===== config.mk =====
export PLATFORM = sky130hd
export DESIGN_NAME = salru_ram
export DESIGN_NICKNAME = d
export VERILOG_FILES = /design/src/sv/salru_ram.sv
export SDC_FILE = /design/constraint.sdc
export NUM_CORES = 1
export LEC_CHECK = 0
export BUFFER_PORTS_ARGS = -buffer_cell sky130_fd_sc_hd__buf_2
export CAP_MARGIN = 30
export CORE_UTILIZATION = 54
export CTS_CLUSTER_SIZE = 16
export DETAILED_ROUTE_END_ITERATION = 8
export PLACE_DENSITY = 0.75
export SYNTH_ARGS = -nofsm -noshare
export SYNTH_HDL_FRONTEND = slang
export SYNTH_SLANG_ARGS = --single-unit

===== constraint.sdc =====
create_clock -name clk -period 1.6 [get_ports clk]
set_clock_uncertainty 0.05 [all_clocks]
set_input_delay 0.08 -clock clk [delete_from_list [all_inputs] [get_ports clk]]
set_output_delay 0.08 -clock clk [all_outputs]
set_load 0.005 [all_outputs]

===== src/sv/salru_ram.sv =====
// generic simple dual-port ram with registered read
module salru_ram #(
  parameter int WIDTH = 8,
  parameter int DEPTH = 16
) (
  input  logic                                  clk,
  input  logic                                  we,
  input  logic [((DEPTH > 1) ? $clog2(DEPTH) : 1)-1:0] waddr,
  input  logic [WIDTH-1:0]                      wdata,
  input  logic [((DEPTH > 1) ? $clog2(DEPTH) : 1)-1:0] raddr,
  output logic [WIDTH-1:0]                      rdata
);

  logic [WIDTH-1:0] mem [DEPTH];

  // write port
  always_ff @(posedge clk) begin
    if (we) begin
      mem[waddr] <= wdata;
    end
  end

  // registered read port
  always_ff @(posedge clk) begin
    rdata <= mem[raddr];
  end

endmodule


# [Word-level counts from Yosys, hierarchy flattened]
# Memories as Yosys holds them, arrays and structs flattened. A register that Yosys moved wholly into a read port is not among the register bits.
# Cells that the tools add are included.
[word_totals] register_bits=0 ram_bits=128 inputBits=18 memories=1 elab_cells=3 out_inout_bits=8
[memory_table] memory="mem" depth=16 word_bits=8 read_ports=1 rd_clocked_by_memory_dff=1 write_ports=1 line_no="14" rtl="logic [WIDTH-1:0] mem [DEPTH];"
[op_classes] n_mux=2
[ops] operator="two-way mux 1 bit" count=2

# [Logic depth before layout (Yosys ltp)]
[logic_depth] depth_word=2 depth_mapped=5

# [Worst setup path before layout]
# No wires, ideal clock.
[synth_timing] path_kind="input to register" start="input waddr[2] (netlist bit)" end="memory mem[0][0] (enable)" setup_slack_ns=-0.023 path_stages=2 t_required_ns=1.167 t_arrival_ns=1.190 path_cell_list="or3b_2 -> nor3_1"
[synth_rtl] item="from (decl)" line_no="8" rtl="input logic [((DEPTH > 1) ? $clog2(DEPTH) : 1)-1:0] waddr,"
[synth_rtl] item="to (decl)" line_no="14"
# No word-level cell before the write port.

==> results.toml <==
[final_layout]
final_design_area_no_fill_um2 = 6210
final_core_utilization = 0.672
final_nets = 310
antennaDiodeCount = 0
drive_gt1_frac = 0.321
areaGrowthSynthToFinish_pct = 20.6

[global_routing]
grt_use_met2 = 0.349
grt_max_degree = 33
via_count_of_the_first_global_routing_pass = 2539
gr_busiest_metal = "met2"
initial_antenna_violation_count = 0
grt_pass1_wl_mm = 14.9
grt.met3_usage = 0.0534
groute.layer.met1.usage = 0.301
gr-total-overflow = 0
grt_usage = 0.221

[drt]
drt.antenna.violating_nets = 0
first_iter_violations = 224
route.detailed.drc = 0
totalWireLength_mm = 10.0
total_number_of_vias = 2516
post_dr_wirelength_cell_um = 23.1
drt_first_pass_iters = 4
via_per_inst = 5.80

[sta]
setup_viol_count_final = 0
rsz0062_at_grt = "no"
period_share = 0.868
timing.final.crit_period_ns = 1.39
timing_max_transition_violations_final = 0
timing_hold_violations_final = 0
clock.fmax_mhz = 720
final.setup.tns_ns = 0
slew_headroom = 0.725
worstMarginPinSlew_ns = 0.413

[worst_setup_path]
endpoint_kind = "flop"
worst-endpoint-arrival_ns = 1.73
timing.reg2reg.worst_path_depth = 3
timing.critical_path.from = "mem[5][3]"
reg2reg_slack_ns = 0.21
worstSetupEndpoint = "rdata[3]"
worst_reg2reg_startpoint = "mem[5][3]"
crit_required_ns = 1.95
setup.worst_path.class = "flop to flop"
path_cells = "mux4_1 > a22oi_1 > nand2_1"
slowest_stage_delay_cp_ns = 0.54
timing.critical_path.slowest_stage_cell = "sky130_fd_sc_hd__mux4_1"
crit_path_max_fanout = 1
cp-start-kind = "flop"
worst_r2r_endpoint = "rdata[3]"

[clock_tree]
clock_latency_reported_for_the_late_side_of_the_worst_skew_pair_ns = 0.51
max-clock-path-buffers = 2
cts-resized-gates = 0
cts.reportedPaths.clkPinSlew_ns = 0.07
clockRootBuffer = "sky130_fd_sc_hd__clkbuf_8"
cts_buffers = 17
cts_setup_buffers = 0
tritoncts = "yes"
clock-sinks = 136
cts-htree-levels = 4

[place]
detailed_place_hpwl_mm = 6.09
place.gp.congestion = 0.729
place_area_um2 = 5550
portBuffers = 25

[yosys]
synth_area_per_cell_um2 = 22.5
flip_flop_and_latch_count_after_synthesis = 136
synth.largest_area_cell = "sky130_fd_sc_hd__edfxtp_1"
area_share_of_and_or_nand_nor_cells_after_synthesis = 0.0318
synth-compound-area-share = 0.0233
ys_seq_area_frac = 0.778
syn_nets = 247
postSynthCellCount = 229
synth_top_family_by_area = "multiplexers"
post_synth_xor_area_fraction = 0
synth.yosys.warnings = 0
netlist.area_leader.share = 0.747
netlist_area_um2 = 5150
synth_top_cells_by_area = "sky130_fd_sc_hd__edfxtp_1, sky130_fd_sc_hd__mux4_2, sky130_fd_sc_hd__mux4_1"
synth.mux.area_fraction = 0.150
synthDistinctLibCells = 19
adder_cell_share_of_the_synthesized_area = 0

[power_and_ir_drop]
net_switching_power_w = 0.00175
power.density_cell_area_nw_per_um2 = 1320
p_int_w = 0.00641
p_seq_frac = 0.491
peakVddDrop_uv = 654
power_frac_comb = 0.048
power_share_of_the_clock_group = 0.461
cellLeakagePower_nw = 2.13
p_sw_frac = 0.215

[floorplanning]
fp.coreArea_um2 = 9240
dieArea_um2 = 9930
die_width_um = 99.6
rows = 35
start_util = 0.557
io-pin-count = 26
fp.dieH_um = 99.6

[outcome]
outcome = "finished, final reports clean"

[job]
max-cap-violations = 0

[min_path]
timing.hold.worst.class = "input pin to flop"
power by group through the flow:
stage / Clock [W] / Sequential, W / Combinational, W
after floorplan: 0 / 0.00408 / 0.000202
after global placement: 0 / 0.00408 / 0.000362
after detailed placement: 0 / 0.00408 / 0.000373
after CTS: 0.00381 / 0.00401 / 0.000393
after global routing: 0.00394 / 0.00401 / 0.000419
final: 0.00377 / 0.00401 / 0.000389
critical path: cells and delay by family (launching register included):
kind	cells	cell delay [ns]
muxes	1	0.54
and+or+nand+nor	1	0.09
AOI/OAI and AO/OA	1	0.22
DFF	1	0.36
metal layers:
metal  routed length [um]  share of wire
met5                    0              0
met4                  127          0.013
met3                  641          0.064
met2                 5040           0.50
met1                 4220           0.42
kinds of logic (layout without fill, tap and decap cells):
family	Yosys count	after routing
AO/OA/AOI/OAI	16	16
AND/OR/NAND/NOR	35	35
flip-flops	136	136
buffers and inverters	10	86
multiplexers	32	32
cell usage after synthesis:
library cell / n
sky130_fd_sc_hd__mux4_2: 18
sky130_fd_sc_hd__dfxtp_1: 8
sky130_fd_sc_hd__nand3b_1: 2
sky130_fd_sc_hd__nor2_1: 13
sky130_fd_sc_hd__edfxtp_1: 128
sky130_fd_sc_hd__nand2_1: 9
sky130_fd_sc_hd__nor2b_1: 1
sky130_fd_sc_hd__clkdlybuf4s25_2: 3
sky130_fd_sc_hd__nand2b_1: 2
sky130_fd_sc_hd__nand3_1: 1
sky130_fd_sc_hd__mux4_1: 14
sky130_fd_sc_hd__or3b_2: 1
sky130_fd_sc_hd__nor3_1: 4
sky130_fd_sc_hd__and2_1: 1
sky130_fd_sc_hd__and2b_1: 1
sky130_fd_sc_hd__buf_2: 3
sky130_fd_sc_hd__buf_4: 1
sky130_fd_sc_hd__buf_6: 3
sky130_fd_sc_hd__a22oi_1: 16
timing repair:
action | in CTS | in global routing
endpoints found under the hold margin | 128 | 0
endpoints found under the setup margin | 0 | 0
hold buffers | 8 | 0
registers in the layout, summed over array words and instances (netlist names):
register	flops
mem	128
rdata	8
metrics by stage:
step                std cells  hold WS, ns  total power, W  setup slack (ns)
global placement          394        0.409         0.00444            0.0860
detailed placement        394        0.407         0.00446            0.0583
CTS                       434       0.0659         0.00822             0.206
global route              434       0.0825         0.00837             0.127
floorplan                 229        0.129         0.00428             0.204
finish                    434       0.0824         0.00817             0.211
cell type report:
cell class,count,area (um2)
clock buffers,17,414
clock inverters,15,168
fillers,590,3030
multi-input cells,83,1060
flip-flops and latches,136,4000
well taps,129,161
repair buffers,54,400
placed cells by master (no fill, tap or decap), drive strengths merged, types with 3 or more instances in the layout:
cell	Yosys	routed
dlygate4sd3	0	8
edfxtp	128	128
nand2	9	9
buf	7	46
mux4	32	32
clkbuf	0	17
nor2	13	13
dfxtp	8	8
nor3	4	4
clkinv	0	3
a22oi	16	16
inv	0	6
clkinvlp	0	4
worst min path at each step:
stage                         from        end  slack [ns]  depth (start not counted)
final                     waddr[0]  mem[0][1]        0.08                          3
after floorplan           wdata[0]  mem[0][0]        0.13                          0
after global placement    rdata[5]   rdata[5]        0.41                          1
after global routing      waddr[1]  mem[0][1]        0.08                          3
after detailed placement  rdata[5]   rdata[5]        0.41                          1
after CTS                 waddr[0]  mem[0][1]        0.07                          3
Power figures use the tool's default switching activity.
