## config.mk

```make
export PLATFORM = sky130hd
export DESIGN_NAME = salru_set_update
export DESIGN_NICKNAME = d
export VERILOG_FILES = /design/src/sv/salru_pkg.sv /design/src/sv/salru_set_update.sv
export SDC_FILE = /design/constraint.sdc
export NUM_CORES = 1
export LEC_CHECK = 0
export BUFFER_PORTS_ARGS = -buffer_cell sky130_fd_sc_hd__buf_2
export CAP_MARGIN = 15
export CORE_AREA = 4 4 236 238
export DETAILED_ROUTE_END_ITERATION = 12
export DIE_AREA = 0 0 240 242
export PLACE_DENSITY = 0.51
export SLEW_MARGIN = 5
export SYNTH_ARGS = -nofsm -noshare
export SYNTH_HDL_FRONTEND = slang
export SYNTH_SLANG_ARGS = --single-unit
```

## constraint.sdc

```tcl
create_clock -name vclk -period 14.6
set_input_delay 0 -clock vclk [all_inputs]
set_output_delay 0 -clock vclk [all_outputs]
set_load 0.05 [all_outputs]
```

## src/sv/salru_pkg.sv

```systemverilog
// shared types and constants of the set-associative lru cache tracker
package salru_pkg;

  // field widths of the request and result items, configuration registers and line metadata
  localparam int CMD_W      = 2;
  localparam int ADDR_W     = 32;
  localparam int OUTCOME_W  = 2;
  localparam int COUNT_W    = 32;
  localparam int AGE_W      = 3;
  localparam int CFG_IDX_W  = 2;
  localparam int CFG_DATA_W = 5;
  localparam int SET_BITS_W = 3;
  localparam int BLK_BITS_W = 5;
  localparam int WAYS_W     = 4;

  // oldest age a line can reach
  localparam logic [AGE_W-1:0] AGE_MAX = 3'd7;

  // access kinds; the unused code behaves as a load
  typedef enum logic [CMD_W-1:0] {
    CMD_LOAD   = 2'd0,
    CMD_STORE  = 2'd1,
    CMD_MODIFY = 2'd2
  } cmd_t;

  // access outcomes
  typedef enum logic [OUTCOME_W-1:0] {
    OUT_HIT   = 2'd0,
    OUT_FILL  = 2'd1,
    OUT_EVICT = 2'd2
  } outcome_t;

  // configuration register indexes
  typedef enum logic [CFG_IDX_W-1:0] {
    REG_SET_BITS   = 2'd0,
    REG_BLOCK_BITS = 2'd1,
    REG_WAYS       = 2'd2
  } cfg_reg_t;

  // sequencer states
  typedef enum logic [1:0] {
    ST_CLEAR,
    ST_IDLE,
    ST_READ,
    ST_UPDATE
  } state_t;

  // per-line replacement state kept in the metadata memory
  typedef struct packed {
    logic             valid;
    logic [AGE_W-1:0] age;
  } line_meta_t;

  // request payload
  typedef struct packed {
    logic [CMD_W-1:0]  cmd;
    logic [ADDR_W-1:0] address;
  } in_item_t;

  // result payload
  typedef struct packed {
    logic [OUTCOME_W-1:0] outcome;
    logic [COUNT_W-1:0]   hit_total;
    logic [COUNT_W-1:0]   miss_total;
    logic [COUNT_W-1:0]   eviction_total;
    logic                 last;
  } out_item_t;

endpackage

```

## src/sv/salru_set_update.sv

```systemverilog
// tag compare, victim choice and age update over one set row
module salru_set_update #(
  parameter int MAX_WAYS = 8,
  parameter int TAG_W    = 32
) (
  input  logic [MAX_WAYS-1:0][TAG_W-1:0]        tag_row,
  input  salru_pkg::line_meta_t [MAX_WAYS-1:0]  meta_row,
  input  logic [TAG_W-1:0]                      tag,
  input  logic [$clog2(MAX_WAYS+1)-1:0]         nw,
  output logic [MAX_WAYS-1:0][TAG_W-1:0]        tag_row_nxt,
  output salru_pkg::line_meta_t [MAX_WAYS-1:0]  meta_row_nxt,
  output salru_pkg::outcome_t                   outcome
);

  localparam int WAY_W = (MAX_WAYS > 1) ? $clog2(MAX_WAYS) : 1;
  localparam int NW_W  = $clog2(MAX_WAYS + 1);

  logic [MAX_WAYS-1:0] in_rng;
  logic [MAX_WAYS-1:0] hit_vec;
  logic [MAX_WAYS-1:0] free_vec;
  logic [WAY_W-1:0]    hit_way;
  logic [WAY_W-1:0]    free_way;
  logic [WAY_W-1:0]    old_way;
  logic [WAY_W-1:0]    target;
  logic [salru_pkg::AGE_W:0] limit;

  // per-way match and free flags, limited to the ways in use
  always_comb begin
    for (int w = 0; w < MAX_WAYS; w++) begin
      in_rng[w]   = NW_W'(w) < nw;
      hit_vec[w]  = in_rng[w] && meta_row[w].valid && (tag_row[w] == tag);
      free_vec[w] = in_rng[w] && !meta_row[w].valid;
    end
  end

  // lowest matching way, lowest free way and oldest way (lowest on a tie)
  always_comb begin
    hit_way  = '0;
    free_way = '0;
    old_way  = '0;
    for (int w = MAX_WAYS - 1; w >= 0; w--) begin
      if (hit_vec[w]) begin
        hit_way = WAY_W'(w);
      end
      if (free_vec[w]) begin
        free_way = WAY_W'(w);
      end
    end
    for (int w = 1; w < MAX_WAYS; w++) begin
      if (in_rng[w] && (meta_row[w].age > meta_row[old_way].age)) begin
        old_way = WAY_W'(w);
      end
    end
  end

  // outcome, target way and the age bound for the others
  always_comb begin
    if (|hit_vec) begin
      outcome = salru_pkg::OUT_HIT;
      target  = hit_way;
      limit   = {1'b0, meta_row[hit_way].age};
    end else if (|free_vec) begin
      outcome = salru_pkg::OUT_FILL;
      target  = free_way;
      limit   = {1'b0, salru_pkg::AGE_MAX} + 1'b1;
    end else begin
      outcome = salru_pkg::OUT_EVICT;
      target  = old_way;
      limit   = {1'b0, meta_row[old_way].age};
    end
  end

  // new row contents
  always_comb begin
    tag_row_nxt  = tag_row;
    meta_row_nxt = meta_row;
    for (int w = 0; w < MAX_WAYS; w++) begin
      if (WAY_W'(w) == target) begin
        meta_row_nxt[w].valid = 1'b1;
        meta_row_nxt[w].age   = '0;
        if (outcome != salru_pkg::OUT_HIT) begin
          tag_row_nxt[w] = tag;
        end
      end else if (in_rng[w] && meta_row[w].valid
                   && ({1'b0, meta_row[w].age} < limit)
                   && (meta_row[w].age < salru_pkg::AGE_MAX)) begin
        meta_row_nxt[w].age = meta_row[w].age + 1'b1;
      end
    end
  end

endmodule

```

[Yosys cells after proc, flatten, opt, wreduce, memory -nomap -nowiden]
Index checks and enable logic that the tools add are counted.
Word-level totals
  logic and storage cells: 206
  input bits: 324
  register bits: 0
Operators by class
  equal/unequal tests: 15
  add/subtract/negate cells: 8
  muxes and demuxes: 85
  magnitude comparators: 39
  reductions and logical operators: 59
Operator list (count)
  2-to-1 mux 32 bit: 16
  equality test 32 bit: 8
  2-to-1 mux 3 bit: 48
  binary-select mux 4 bit (select 3 bit): 8
  logical AND 1 bit: 47
  < comparator 3 x 4 -> 1 bit: 8
  < comparator 3 x 4 -> 1 bit (second input constant): 8
  adder 3 x 1 -> 3 bit (second input constant): 8
  < comparator 3 bit (second input constant): 8
  greater-than comparator 3 bit: 7
  < comparator 3 x 4 -> 1 bit (first input constant): 4
  OR reduction 8 bit: 2
  equality test 3 bit (first input constant): 4
  2-to-1 mux 1 bit: 9
  zero test 1 bit: 8
  < comparator 1 x 4 -> 1 bit (first input constant): 2
  < comparator 2 x 4 -> 1 bit (first input constant): 2
  2-to-1 mux 4 bit: 2
  equality test 2 x 3 -> 1 bit (first input constant): 2
  2-to-1 mux 2 bit: 2
  equality test 1 x 3 -> 1 bit (first input constant): 1
  zero test 3 bit: 1
  nonzero test 2 bit: 1

[Depth between registers and ports, before layout]
Gate-level depths: netlist of the first run.
  depth after elaboration: 42
  gate-level depth with buffers: 68

[Worst setup path before layout of the first run]
Ideal clock, no wire load.
  path kind: input -> output
  start point: input port meta_row[4] (netlist name)
  end point: output port meta_row_nxt[4] (netlist name)
  required time: 14600 ps
  slack: 1557 ps
  cell stages on the path: 61
  data arrival time: 13043 ps
  cells stage by stage: clkbuf_1 -> inv_1 -> ha_1 -> and3_1 -> a211oi_2 -> mux2_2 -> ha_1 -> nand3b_1 -> a221o_1 -> a21o_1 -> ha_1 -> inv_1 -> o21ai_0 -> and2_1 -> clkbuf_1 -> nand2_1 -> o21a_1 -> ha_1 -> (+25 left out) -> buf_2 -> o32a_1 -> a31oi_1 -> ha_1 -> nor2b_1 -> o21ai_0 -> a21oi_1 -> clkbuf_1 -> nor3_1 -> nor2_1 -> a211oi_1 -> nor3_1 -> a211o_1 -> ha_1 -> a2111oi_0 -> o31a_2 -> nor2_1 -> a221oi_1
RTL lines
  start, declared: line salru_set_update.sv:7  | input salru_pkg::line_meta_t [MAX_WAYS-1:0] meta_row,
  end, declared: line salru_set_update.sv:11  | output salru_pkg::line_meta_t [MAX_WAYS-1:0] meta_row_nxt,

==> results of run 1 <==
==> critical path, delay by kind of cell <==
family,cells,cell delay [ps]
AO/OA/AOI/OAI,32,7080
AND/OR/NAND/NOR,17,2950
adder cells (fa/ha/maj),8,2230
buffers and inverters,7,1190
==> routing by layer <==
| metal | wire (microns) | GRT usage, % |
|---|---|---|
| met4 | 3340 | 7.55 |
| met2 | 36500 | 42.8 |
| met3 | 6650 | 5.31 |
| met1 | 31200 | 31.2 |
| met5 | 89 | 0 |
==> worst max-delay path by stage <==
stage	endpoint	cells after the start	startpoint	slack, ps
final	meta_row_nxt[18]	64	meta_row[2]	1120
after global routing	meta_row_nxt[18]	62	meta_row[2]	90
after CTS	meta_row_nxt[18]	61	meta_row[2]	1040
after detailed placement	meta_row_nxt[18]	61	meta_row[2]	1140
after global placement	meta_row_nxt[18]	62	meta_row[2]	1180
after floorplan	meta_row_nxt[4]	61	meta_row[4]	1560
==> cells by family after synthesis <==
family                     Yosys count  synth area share, %
muxes                              279                 31.5
and+or+nand+nor                    378                 20.7
adders and majority gates           39                 4.90
xor gates and xnor gates           263                 23.2
buffers and inverters              136                 6.07
AOI/OAI and AO/OA                  186                 13.6
==> cell usage in the layout, fill, tap and decap left out, types with 5 or more instances in the layout <==
cell      netlist  layout
or4_1           7       7
and2_1          5       5
nand3_1        22      22
xor2_1        103     103
diode_2         0       7
or3_1           7       7
buf_12          0       7
and3_1          9       9
a211oi_1       10      10
a21oi_1        45      44
o21ai_0        34      34
buf_4           2      41
inv_1          23      23
mux2i_1        17      17
a31oi_1         9       9
o21a_1          6       6
nand2b_1       11      11
nand4_1        56      56
xnor2_1       160     160
nor2_1         82      81
a21o_1         11      11
ha_1           37      37
or2_2           8       8
a211o_1         5       5
nor4b_1         7       7
buf_2          49     613
mux2_2        261     261
nand4b_1        6       6
nor4_1         47      47
nand3b_1        8       8
nor2b_1         6       6
nand2_1        63      62
nor3_1         20      18
==> through the flow <==
stage / setup WS (ps) / utilization (%) / power [mW] / area, sq um / hold slack, ps
global placement: 1180 / 25.8 / 1.35 / 13800 / 475
finish: 1120 / 25.8 / 1.36 / 13800 / 471
global route: 90.4 / 25.8 / 1.43 / 13800 / 493
floorplan: 1560 / - / 0.912 / 9910 / 246
CTS: 1040 / 25.8 / 1.35 / 13800 / 474
detailed placement: 1140 / 25.8 / 1.34 / 13800 / 472
==> cell type report <==
| cell class | count | area share, % |
|---|---|---|
| Inverter | 24 | 0.651 |
| Tap cell | 696 | 6.30 |
| Timing Repair Buffer | 661 | 25.4 |
| Multi-Input combinational cell | 1145 | 67.5 |
| Antenna cell | 7 | 0.127 |
==> where the power goes <==
group          internal (mW)  leakage (nW)  switching, mW    total [mW]
sequential                 0             0              0             0
clock           0.0000000646     0.0000444              0  0.0000000647
combinational          0.448          5.96          0.910          1.36
total                  0.448          5.96          0.910          1.36
==> repair_timing <==
action | in CTS | in global routing
hold buffers | 0 | 0
resized for setup | 0 | 2
setup endpoints to repair | 0 | 20
==> key figures, run 1 <==
Run status
  • Status: finished clean

Layout
  • Nets: 2,193
  • Seq_cells: 0
  • Area growth syn-to-layout: 39.5%
  • Layout cell share with drive strength beyond 1: 52.5%
  • Register Area: 0 sq um
  • # fillers: 6,063
  • Fin cells: 2,533
  • Multi-input logic area: 9340 sq um
  • Clock buffer count: 0

STA
  • Final Max Tran Viols: 0
  • Least-Margin Pin Slew: 1010 ps
  • Setup TNS: 0 ps
  • Minimum clock period: 13,480 ps
  • Final Hold Viols: 0
  • RSZ-0062 raised after global routing: no
  • Slew HR: 32.3%
  • Post-route clock period utilization: 92.3%
  • Fmax: 0.0742 GHz
  • Final setup viols: 0

Die
  • Chip width: 240 microns
  • Core area: 53,600 sq um
  • # IOs: 614
  • # rows: 85
  • Die area: 58,100 sq um
  • Starting Density: 18.5%
  • Die Span Y: 242 microns

Drt
  • Router iterations before antenna repair: 6
  • Vias: 13,268
  • Drt via density: 5.24
  • Residual DRC: 0
  • Antenna-violating nets left: 0
  • DR WL/cell: 30.7 microns
  • DR iter-0 viols: 1,022
  • Final Routed Wirelength: 77,800 microns

GRT
  • Grt ovf: 0
  • Overall Global Routing Usage: 25.0%
  • First-pass GRT wire length: 104,000 microns
  • Vias in the first global route: 12,888
  • Largest net degree at the start of global routing: 33
  • Initial antenna violation count: 22

Min path
  • WHS Endpoint: tag_row_nxt[144]
  • Min-delay src: tag_row[144]
  • Worst Hold Class: input pin to output pin
  • Hold Crit Depth: 3

Clock network
  • Post-CTS setup buffers: 0

Synth
  • Top post-synthesis cells by count: mux2_2 (261), xnor2_1 (160), xor2_1 (103)
  • Leading area contributor after synthesis: mux2_2
  • Total nets after synthesis: 1,642
  • Sequential area share after synthesis: 0%
  • Yosys cell types: 82
  • Count of warnings emitted by yosys: 0
  • Mapped Area: 9910 sq um
  • Post-synth top area share: 29.6%
  • Synth Instances: 1,281
  • Largest cells by area after synthesis: mux2_2 (30%), xnor2_1 (14%), xor2_1 (9.1%), ha_1 (4.7%), nand4_1 (3.5%)
  • Top-count cell post-synth: mux2_2
  • Avg Cell Area, Syn: 7.74 sq um

Setup path
  • Worst-path maximum fanout: 9
  • Critical path type: input pin to output pin
  • Max stage delay cell, worst path: a221o_1
  • Crit path DAT: 13,480 ps
  • Max incr delay on CP: 450 ps
  • Crit-path most repeated cell: a21oi_1
  • Critical path endpoint category: output pin
  • Data required, critical path: 14,600 ps
  • CP Launch Type: input pin

Placement
  • IO Port Bufs: 614
  • Placed Cells: 2,526
  • Post-detail-place hpwl: 66,000 microns
  • RePlAce Congestion: 0.967

Pwr
  • Leak: 5.96 nW
  • Cell area power density: 98.2 nW/um^2
  • Maximum VDD drop: 0.0000533 V

Job
  • Max-Cap Viols: 0
No activity file was read; power rests on OpenSTA's default activity.
==> run 2: changes to the inputs <==
--- a/config.mk
+++ b/config.mk
@@ -7,10 +7,10 @@
 export LEC_CHECK = 0
 export BUFFER_PORTS_ARGS = -buffer_cell sky130_fd_sc_hd__buf_2
 export CAP_MARGIN = 15
-export CORE_AREA = 4 4 236 238
+export CORE_AREA = 4 4 234 236
 export DETAILED_ROUTE_END_ITERATION = 12
-export DIE_AREA = 0 0 240 242
-export PLACE_DENSITY = 0.51
+export DIE_AREA = 0 0 238 240
+export PLACE_DENSITY = 0.52
 export SLEW_MARGIN = 5
 export SYNTH_ARGS = -nofsm -noshare
 export SYNTH_HDL_FRONTEND = slang
==> run 2 against run 1 <==
  * Sequential share of layout area is the same
  * Global-route usage rose by 0.19 points
  * Routed wire length is 0.54% lower
  * Highest routed layer unchanged
==> key figures, run 2 (same netlist as run 1, synthesis figures left out) <==
Run status
  • Status: finished clean

Pwr
  • Clock share of power: 0% (unchanged)
  • Leak: 5.94 nW (-0.36%)
  • Maximum VDD drop: 0.0000509 V (-4.5%)
  • Comb pwr share: 100.0% (about the same)
  • Sequential share of power: 0% (unchanged)
  • Switch share: 67.4% (+0.33 points)
  • NetSw: 0.901 mW (-1.0%)
  • Int Pwr: 0.436 mW (-2.5%)
  • Cell area power density: 96.9 nW/um^2 (-1.3%)

Drt
  • Final Routed Wirelength: 77,400 microns (-0.54%)
  • DR WL/cell: 30.7 microns (-0.19%)
  • Router iterations before antenna repair: 5 (-1)
  • Antenna-violating nets left: 0 (unchanged)
  • Met3 routed WL: 5990 microns (-10%)
  • Drt via density: 5.23 (-0.10%)
  • Residual DRC: 0 (unchanged)
  • Metal2 WL: 36,900 microns (+1.1%)
  • Vias: 13,207 (-0.46%)
  • Met1 WL: 31,100 microns (-0.38%)
  • DR iter-0 viols: 974 (-4.7%)
  • Top Metal Used: met5

STA
  • Final Max Tran Viols: 0 (unchanged)
  • Final Hold Viols: 0 (unchanged)
  • Post-route clock period utilization: 93.6% (+1.3 points)
  • Fmax: 0.0732 GHz (-1.4%)
  • Minimum clock period: 13,670 ps (+192 ps)
  • Least-Margin Pin Slew: 1040 ps (+32.9 ps)
  • Final setup viols: 0 (unchanged)
  • RSZ-0062 raised after global routing: no
  • Setup TNS: 0 ps (unchanged)
  • Slew HR: 30.1% (-2.2 points)

Job
  • Max-Cap Viols: 0 (unchanged)

Die
  • # IOs: 614 (unchanged)
  • Chip width: 238 microns (-0.83%)
  • Die area: 57,100 sq um (-1.7%)
  • Starting Density: 18.9% (+0.41 points)
  • Core area: 52,400 sq um (-2.2%)
  • # rows: 84 (-1.2%)
  • Die Span Y: 240 microns (-0.83%)

Setup path
  • Critical path endpoint category: output pin
  • Data required, critical path: 14,600 ps (about the same)
  • Max stage delay cell, worst path: a221o_1
  • Crit path DAT: 13,670 ps (+190 ps)
  • Max incr delay on CP: 510 ps (+60 ps)
  • Worst-path maximum fanout: 10 (+1)
  • Critical path type: input pin to output pin
  • CP Launch Type: input pin

Min path
  • Worst Hold Class: input pin to output pin
  • Hold Crit Depth: 3 (unchanged)
  • WHS Endpoint: tag_row_nxt[135]
  • Min-delay src: tag_row[135]

Layout
  • Clock buffer count: 0 (unchanged)
  • Seq_cells: 0 (unchanged)
  • Commonest non-fill, non-tap cell in the layout: buf_2
  • Final Instance Area: 13,800 sq um (-0.26%)
  • Area growth syn-to-layout: 39.1%
  • Most frequent cells in the layout: buf_2 (614), mux2_2 (261), xnor2_1 (160)
  • Layout cell share with drive strength beyond 1: 52.5% (about the same)
  • Register Area: 0 sq um (unchanged)
  • Nets: 2,189 (-0.18%)

Placement
  • IO Port Bufs: 614 (unchanged)
  • RePlAce Congestion: 0.940 (-2.8%)
  • Post-detail-place hpwl: 65,500 microns (-0.69%)
  • Placed cell areas: 13,700 sq um (-0.40%)

Clock network
  • Post-CTS Hold Fix Bufs: 0 (unchanged)

GRT
  • Grt ovf: 0 (unchanged)
  • First-pass GRT wire length: 103,000 microns (-1.0%)
  • Initial antenna violation count: 26 (+18%)
  • Vias in the first global route: 13,163 (+2.1%)
  • Largest net degree at the start of global routing: 33 (unchanged)
  • Overall Global Routing Usage: 25.2% (+0.19 points)
[run 2: changes by cell type in the layout (fill, tap and decap cells not counted), sizes merged]
cell	delta
buf	-4
diode	+3
[run 2: repair_timing]
item | 4_1_cts | 5_1_grt
buffers inserted | 0 | 0
gates resized for setup | 0 | 5
endpoints found under the setup margin | 0 | 114
[run 2: metal layers]
layer / up-vias / global-route usage, %
li1: 5812 / -
met1: 6518 / 31.6
met2: 729 / 43.4
met3: 126 / 4.81
met4: 22 / 8.23
met5: - / 0
[run 2: area by class of cell]
class,count,area [sq um]
Antenna cell,10,25.0
Timing Repair Buffer,657,3470
Fill cell,5882,38600
Tap cell,688,861
Inverter,24,90.1
Multi-Input combinational cell,1145,9350
[run 2: through the flow]
stage	util (%)	total power [mW]	cells	hold slack, ps	setup slack, ps
2_1_floorplan	-	0.912	1281	246	1560
3_3_place_gp	26.2	1.33	2513	472	804
3_5_place_dp	26.2	1.32	2513	474	676
4_1_cts	26.2	1.33	2513	476	608
5_1_grt	26.3	1.41	2514	488	108
6_report	26.3	1.34	2524	474	931
[run 2: worst max-delay path by stage]
stage / start / to / slack, ps / depth (start not counted)
floorplan: meta_row[4] / meta_row_nxt[4] / 1560 / 61
global placement: meta_row[2] / meta_row_nxt[2] / 800 / 61
detailed placement: meta_row[2] / meta_row_nxt[2] / 680 / 61
CTS: meta_row[2] / meta_row_nxt[2] / 610 / 61
global route: meta_row[2] / meta_row_nxt[2] / 110 / 61
finish: meta_row[2] / meta_row_nxt[2] / 930 / 60
[run 2: critical path, delay by kind of cell]
kind / cells / cell delay (ps)
and+or+nand+nor: 18 / 3050
buffers and inverters: 4 / 700
muxes: 1 / 240
AOI/OAI and AO/OA: 29 / 7300
adders and majority gates: 8 / 2350
[run 2: power by group through the flow]
stage               logic (mW)  clock network [mW]  registers [mW]
floorplan                0.912                   0               0
global placement          1.33                   0               0
CTS                       1.33                   0               0
finish                    1.34        0.0000000676               0
detailed placement        1.32                   0               0
global route              1.41                   0               0
